### src/btmx_pkg.sv
package btmx_pkg;

    localparam int KEY_BITS   = 31;
    localparam int NODE_SLOTS = 4096;
    localparam int COUNT_BITS = 16;

    localparam int NODE_W = $clog2(NODE_SLOTS);
    localparam int TOP_W  = NODE_W + 1;
    localparam int LVL_W  = $clog2(KEY_BITS + 1);
    localparam int KIDX_W = (KEY_BITS > 1) ? $clog2(KEY_BITS) : 1;

    localparam logic [COUNT_BITS-1:0] COUNT_MAX = '1;

    typedef enum logic [1:0] {
        CMD_INS = 2'd0,
        CMD_ERA = 2'd1,
        CMD_QRY = 2'd2,
        CMD_NOP = 2'd3
    } t_cmd;

    typedef enum logic [1:0] {
        ST_OK     = 2'd0,
        ST_FULL   = 2'd1,
        ST_ABSENT = 2'd2,
        ST_EMPTY  = 2'd3
    } t_status;

    typedef enum logic [3:0] {
        ACT_NONE,
        ACT_LOAD,
        ACT_INS_CHK,
        ACT_INS_START,
        ACT_INS_WALK,
        ACT_POP,
        ACT_LINK,
        ACT_LEAF,
        ACT_ERA_CHK,
        ACT_ERA_RD,
        ACT_ERA_UPD,
        ACT_QRY,
        ACT_OUT
    } t_act;

    typedef enum logic [3:0] {
        S_IDLE,
        S_DISP,
        S_INS_CHK,
        S_INS_WALK,
        S_INS_POP,
        S_INS_LINK,
        S_INS_LEAF,
        S_ERA_CHK,
        S_ERA_RD,
        S_ERA_UPD,
        S_QRY,
        S_DONE
    } t_state;

    typedef struct packed {
        t_act    act;
        logic    fin;
        t_status code;
    } t_ctrl;

    typedef struct packed {
        t_cmd cmd;
        logic rem_zero;
        logic rem_one;
        logic cnt_full;
        logic cnt_zero;
        logic nxt_null;
        logic oth_null;
        logic need_over;
        logic up_last;
        logic root_empty;
        logic out_free;
    } t_stat;

endpackage

### src/btmx_ctrl.sv
module btmx_ctrl
    import btmx_pkg::*;
(
    input  logic  i_clk,
    input  logic  i_rst_n,
    input  logic  i_in_valid,
    output logic  o_in_ready,
    input  t_stat i_stat,
    output t_ctrl o_ctrl
);

    t_state r_state;
    t_state n_state;

    always_ff @(posedge i_clk) begin
        if (!i_rst_n) begin
            r_state <= S_IDLE;
        end else begin
            r_state <= n_state;
        end
    end

    always_comb begin
        n_state = r_state;
        case (r_state)
            S_IDLE: begin
                if (i_in_valid) n_state = S_DISP;
            end
            S_DISP: begin
                case (i_stat.cmd)
                    CMD_INS: n_state = S_INS_CHK;
                    CMD_ERA: n_state = S_ERA_CHK;
                    CMD_QRY: n_state = S_QRY;
                    default: n_state = S_DONE;
                endcase
            end
            S_INS_CHK: begin
                if (i_stat.cnt_full) n_state = S_DONE;
                else if (i_stat.rem_zero) n_state = S_INS_WALK;
                else if (i_stat.nxt_null) n_state = i_stat.need_over ? S_DONE : S_INS_WALK;
            end
            S_INS_WALK: begin
                if (i_stat.rem_zero) n_state = S_DONE;
                else if (i_stat.nxt_null) n_state = S_INS_POP;
            end
            S_INS_POP:  n_state = S_INS_LINK;
            S_INS_LINK: n_state = i_stat.rem_one ? S_INS_LEAF : S_INS_POP;
            S_INS_LEAF: n_state = S_DONE;
            S_ERA_CHK: begin
                if (i_stat.cnt_zero) n_state = S_DONE;
                else if (i_stat.rem_zero) n_state = S_ERA_RD;
                else if (i_stat.nxt_null) n_state = S_DONE;
            end
            S_ERA_RD:  n_state = S_ERA_UPD;
            S_ERA_UPD: n_state = i_stat.up_last ? S_DONE : S_ERA_RD;
            S_QRY: begin
                if (i_stat.root_empty || i_stat.rem_zero) n_state = S_DONE;
                else if (i_stat.oth_null && i_stat.nxt_null) n_state = S_DONE;
            end
            S_DONE: begin
                if (i_stat.out_free) n_state = S_IDLE;
            end
            default: n_state = S_IDLE;
        endcase
    end

    always_comb begin
        o_ctrl      = '{act: ACT_NONE, fin: 1'b0, code: ST_OK};
        o_in_ready  = 1'b0;
        case (r_state)
            S_IDLE: begin
                o_in_ready = 1'b1;
                if (i_in_valid) o_ctrl.act = ACT_LOAD;
            end
            S_INS_CHK: begin
                if (i_stat.cnt_full) begin
                    o_ctrl.fin  = 1'b1;
                    o_ctrl.code = ST_FULL;
                end else if (i_stat.rem_zero) begin
                    o_ctrl.act = ACT_INS_START;
                end else if (i_stat.nxt_null) begin
                    if (i_stat.need_over) begin
                        o_ctrl.fin  = 1'b1;
                        o_ctrl.code = ST_FULL;
                    end else begin
                        o_ctrl.act = ACT_INS_START;
                    end
                end else begin
                    o_ctrl.act = ACT_INS_CHK;
                end
            end
            S_INS_WALK: o_ctrl.act = ACT_INS_WALK;
            S_INS_POP:  o_ctrl.act = ACT_POP;
            S_INS_LINK: o_ctrl.act = ACT_LINK;
            S_INS_LEAF: o_ctrl.act = ACT_LEAF;
            S_ERA_CHK: begin
                if (i_stat.cnt_zero) begin
                    o_ctrl.fin  = 1'b1;
                    o_ctrl.code = ST_ABSENT;
                end else if (i_stat.rem_zero) begin
                    o_ctrl.act = ACT_NONE;
                end else if (i_stat.nxt_null) begin
                    o_ctrl.fin  = 1'b1;
                    o_ctrl.code = ST_ABSENT;
                end else begin
                    o_ctrl.act = ACT_ERA_CHK;
                end
            end
            S_ERA_RD:  o_ctrl.act = ACT_ERA_RD;
            S_ERA_UPD: o_ctrl.act = ACT_ERA_UPD;
            S_QRY: begin
                if (i_stat.root_empty) begin
                    o_ctrl.fin  = 1'b1;
                    o_ctrl.code = ST_EMPTY;
                end else begin
                    o_ctrl.act = ACT_QRY;
                end
            end
            S_DONE: begin
                if (i_stat.out_free) o_ctrl.act = ACT_OUT;
            end
            default: o_ctrl.act = ACT_NONE;
        endcase
    end

endmodule

### config.mk
export PLATFORM = sky130hd
export DESIGN_NAME = btmx_ctrl
export DESIGN_NICKNAME = d
export VERILOG_FILES = /design/src/btmx_pkg.sv /design/src/btmx_ctrl.sv
export SDC_FILE = /design/constraint.sdc
export NUM_CORES = 1
export LEC_CHECK = 0
export BUFFER_PORTS_ARGS = -buffer_cell sky130_fd_sc_hd__buf_2
export CORE_MARGIN = 3
export CORE_UTILIZATION = 43
export DETAILED_ROUTE_END_ITERATION = 12
export PLACE_DENSITY = 0.73
export RECOVER_POWER = 25
export SYNTH_ARGS = -nofsm -noshare
export SYNTH_HDL_FRONTEND = slang
export SYNTH_SLANG_ARGS = --single-unit
### constraint.sdc
create_clock -name i_clk -period 1.6 [get_ports i_clk]
set_input_delay 0.24 -clock i_clk [delete_from_list [all_inputs] [get_ports i_clk]]
set_output_delay 0.24 -clock i_clk [all_outputs]
set_load 0.1 [all_outputs]
==> qor.csv, run 1 <==
stage,metric,value,unit
yosys,synth_commonest_cells,"a21oi_1, nand2_1, o21ai_0",
clock_network,numCtsBuffers,3,
clock_network,postCtsHoldBufs,0,
yosys,yosys-top-cells-area,"dfxtp_1, a21oi_1, nand2_1",
yosys,synth-seq-cells,4,
yosys,synth_edf_count,0,
clock_network,cts_root_buffer,clkbuf_4,
clock_network,cts_num_sinks,4,
clock_network,htreeDepth,1,
run_status,lastStage,clock tree synthesis,
run_status,status,did not finish,
yosys,yosysWarnings,0,
yosys,ys_seq_area_share,12.3,%
clock_network,post-cts-setup-buffers,14,
yosys,synth_largest_area_cell,dfxtp_1,
yosys,yosysTopAreaCellShare,12.3,%
yosys,syn_area,653,µm²
clock_network,cts_buffer_depth,2,
die,rows,13,
placed_design,place_area,1190,µm²
clock_network,cts-resized-gates,29,
yosys,synth_flop_cell,dfxtp_1,
yosys,syn_inst,96,
die,die_y,45.0,µm
yosys,syn_nets,114,
yosys,ys_types,35,
die,die_w,45.0,µm
yosys,synth.most_common_cell,a21oi_1,
placed_design,place_ws,-0.284,ns
run_status,error,"[ERROR DPL-0038] Utilization greater than 100%, impossible to legalize",
placed_design,place.gp.congestion,0.876,
yosys,synthArstFlopShare,0,%
yosys,syn_area_per_cell,6.80,µm²
die,io_pins,23,
placed_design,place.port_buffers,22,
placed_design,hpwlAfterDp,2.05,mm
die,initial_core_util,47.8,%
==> cells by family after synthesis <==
kind of cell / share of synthesized area (%)
AND/OR/NAND/NOR: 33.9
AO/OA/AOI/OAI: 37.2
buffers and inverters: 6.32
flip-flops: 12.3
multiplexers: 4.60
adder cells (fa/ha/maj): 5.75
==> through the flow <==
stage	cells	TNS [ns]
floorplan	96	-2.47
global placement	153	-0.655
detailed placement	153	-1.52
==> inputs of run 2 (changes only) <==
CORE_AREA = 3 3 64 66   (was default)
CORE_MARGIN = default   (was 3)
CORE_UTILIZATION = default   (was 43)
DIE_AREA = 0 0 67 69   (was default)
PLACE_DENSITY = default   (was 0.73)
PLACE_DENSITY_LB_ADDON = 0.15   (was default)
clock period = 2.1 ns   (was 1.6 ns; I/O delays follow)
==> run 2 against run 1 <==
Effect of this change:
- the flow now finishes without violations
- synthesized area unchanged
- synthesized cell count stayed put
==> qor.csv, run 2 <==
stage,metric,value,unit,change
run_status,status,"finished, final reports clean",,
pwr,swShare,56.5,%,
die,rows,22,,+9
timing,worst_pin_slew,0.528,ns,
global_route,grt_util_all_layers,10.2,%,
clock_network,postCtsHoldBufs,0,,unchanged
timing,max_slew_margin,64.3,%,
route,post-route-drc-count,0,,
timing,tns,0,ns,
yosys,synth_largest_area_cell,dfxtp_1,,
clock_network,worstSkewPairLatency,0.22,ns,
cells_and_area,antenna_cells,0,,
clock_network,cts_tree,built,,
global_route,grt_pass1_vias,838,,
timing,drv_slew,0,,
timing,layout_worst_path_cycle_share,96.4,%,
cells_and_area,final_common_cell,buf_2,,
yosys,synth_edf_count,0,,unchanged
route,wire_per_inst,13.3,µm,
timing,rsz0062_at_grt,yes,,
clock_network,cts_num_sinks,4,,unchanged
pwr,p_sw,1.17,mW,
yosys,synth_flop_cell,dfxtp_1,,
critical_path,crit_type,flop to output pin,,
critical_path,cp.required,1.78,ns,
clock_network,numCtsBuffers,3,,unchanged
yosys,synth-seq-cells,4,,unchanged
yosys,yosys-top-cells-area,"dfxtp_1, a21oi_1, nand2_1",,
timing,setup_viol,0,,
yosys,synth.most_common_cell,a21oi_1,,
placed_design,place.gp.congestion,0.760,,-13%
die,die_w,67,µm,+49%
yosys,syn_nets,114,,unchanged
pwr,ir_drop,0.000557,V,
route,drt_iter0_drc,32,,
die,io_pins,23,,unchanged
route,vias,805,,
timing,min_period,2.03,ns,
yosys,yosysWarnings,0,,unchanged
route,routed_wl,2.26,mm,
route,viasPerCell,4.74,,
cells_and_area,final_nets,142,,
cells_and_area,area.growth.synth_to_final,68.4,%,
yosys,syn_area_per_cell,6.80,µm²,unchanged
pwr,p_seq_share,7.6,%,
critical_path,crit_fanout,7,,
yosys,yosysTopAreaCellShare,12.3,%,unchanged
critical_path,cp-start-kind,flop,,
yosys,synthArstFlopShare,0,%,unchanged
worst_hold_path,hp-class,input pin to flop,,
yosys,syn_area,653,µm²,unchanged
die,core_area,3630,µm²,
global_route,grt_first_pass_wirelength,3.82,mm,
cells_and_area,final_core_util,30.3,%,
cells_and_area,top_register,r_state,,
yosys,syn_inst,96,,unchanged
cells_and_area,largestRegisters,r_state x4,,
clock_network,cts_buffer_depth,2,,unchanged
clock_network,cts_root_buffer,clkbuf_8,,
critical_path,worstPathArrival,1.71,ns,
die,die_y,69,µm,+53%
flow_run,max_cap_viol_count,0,,
global_route,grt.overflow.total,0,,
critical_path,startpoint,r_state[3]$_SDFFE_PN0P_,,
global_route,antenna_found_initial,0,,
critical_path,critPathCaptureType,output pin,,
pwr,combinationalPowerShare,84.6,%,
placed_design,place_ws,0.256,ns,+0.541 ns
yosys,ys_seq_area_share,12.3,%,unchanged
pwr,p_leak,0.414,nW,
yosys,ys_types,35,,unchanged
timing,finalHoldViolations,0,,
clock_network,htreeDepth,1,,unchanged
die,dieArea,4620,µm²,
global_route,grt_max_degree,12,,
timing,timing.final.ws_setup,0.0748,ns,
timing,fmax,494,MHz,
critical_path,worst-r2r-cell-count,7,,
yosys,synth_commonest_cells,"a21oi_1, nand2_1, o21ai_0",,
die,initial_core_util,18.0,%,-30 points
pwr,power_density,1870,nW/µm²,
timing,clock_skew,0.000449,ns,
placed_design,hpwlAfterDp,1.82,mm,-11%
cells_and_area,layout-drive-gt1-share,44.3,%,
worst_hold_path,min_from,i_rst_n,,
route,dr.pass1.iters,4,,
clock_network,path_clk_slew,0.03,ns,
placed_design,place.port_buffers,22,,unchanged
pwr,p_int,0.896,mW,
cells_and_area,largest_register_ffs,4,,
route,postRouteAntennaNets,0,,
worst_hold_path,hold_depth,2,,
pwr,power_frac_clock,7.8,%,
critical_path,r2r-start,r_state[3]$_SDFFE_PN0P_,,
cells_and_area,final_cell_mix,"buf_2, nand2_1, a21oi_1, buf_12",,
clock_network,post-cts-setup-buffers,0,,-14
-- run 2: worst max-delay path, cell delays in order (launching register included) --
cell      delay, ns
dfxtp_1        0.34
inv_1          0.09
ha_2           0.22
nand2b_1       0.17
a21oi_2        0.15
nor2_1         0.06
a22o_2         0.28
buf_12         0.17
-- run 2: area by class of cell --
type,instances,area (µm²)
Fill cell,410,2530
Inverter,6,22.5
Timing Repair Buffer,28,275
Tap cell,48,60.1
Sequential cell,4,81.3
Clock buffer,3,41.3
Multi-Input combinational cell,81,619
-- run 2: per-layer routing --
layer  GRT usage, %  part of all wire (%)  up-vias
met4           3.38                   1.3        0
met1           13.2                    45      372
met2           16.9                    49       23
li1               -                     -      406
met3           1.47                   4.4        4
met5              0                     0        -
-- run 2: kinds of logic (layout without fill, tap and decap cells) --
logic type	count (synthesis)	count (layout)	share of synthesized area [%]
buffers and inverters	11	37	6.32
AND/OR/NAND/NOR	39	39	33.9
flip-flops	4	4	12.3
adder cells (fa/ha/maj)	3	3	5.75
AO/OA/AOI/OAI	36	36	37.2
multiplexers	3	3	4.60
-- run 2: per-stage QoR --
step / hold slack [ns] / std cells / power [mW] / area [µm²]
finish: 0.379 / 170 / 2.06 / 1100
global route: 0.404 / 170 / 2.18 / 1100
CTS: 0.384 / 170 / 2.02 / 1070
detailed placement: 0.480 / 167 / 1.86 / 1030
global placement: 0.471 / 167 / 1.86 / 1030
floorplan: 0.441 / 96 / 1.34 / 728
-- run 2: path summary, 6_finish.rpt --
kind / slack, ns / to
setup / recovery: 0.07 / o_ctrl[4]
setup reg to reg: 0.28 / r_state[1]$_SDFFE_PN0P_
hold / removal: 0.38 / r_state[0]$_SDFFE_PN0P_
hold reg to reg: 0.49 / r_state[2]$_SDFFE_PN0P_
-- run 2: power by group through the flow --
stage | combinational, mW | sequential (mW) | clock, mW
after floorplan | 1.20 | 0.136 | 0
after global placement | 1.71 | 0.153 | 0
after detailed placement | 1.70 | 0.154 | 0
after CTS | 1.71 | 0.154 | 0.164
after global routing | 1.84 | 0.162 | 0.176
final | 1.74 | 0.158 | 0.160
-- run 2: what timing repair did --
| item | CTS | global route |
|---|---|---|
| endpoints found under the hold margin | 0 | 0 |
| endpoints found under the setup margin | 0 | 4 |
| gates resized for setup | 0 | 6 |
(Power assumes the default switching activity.)
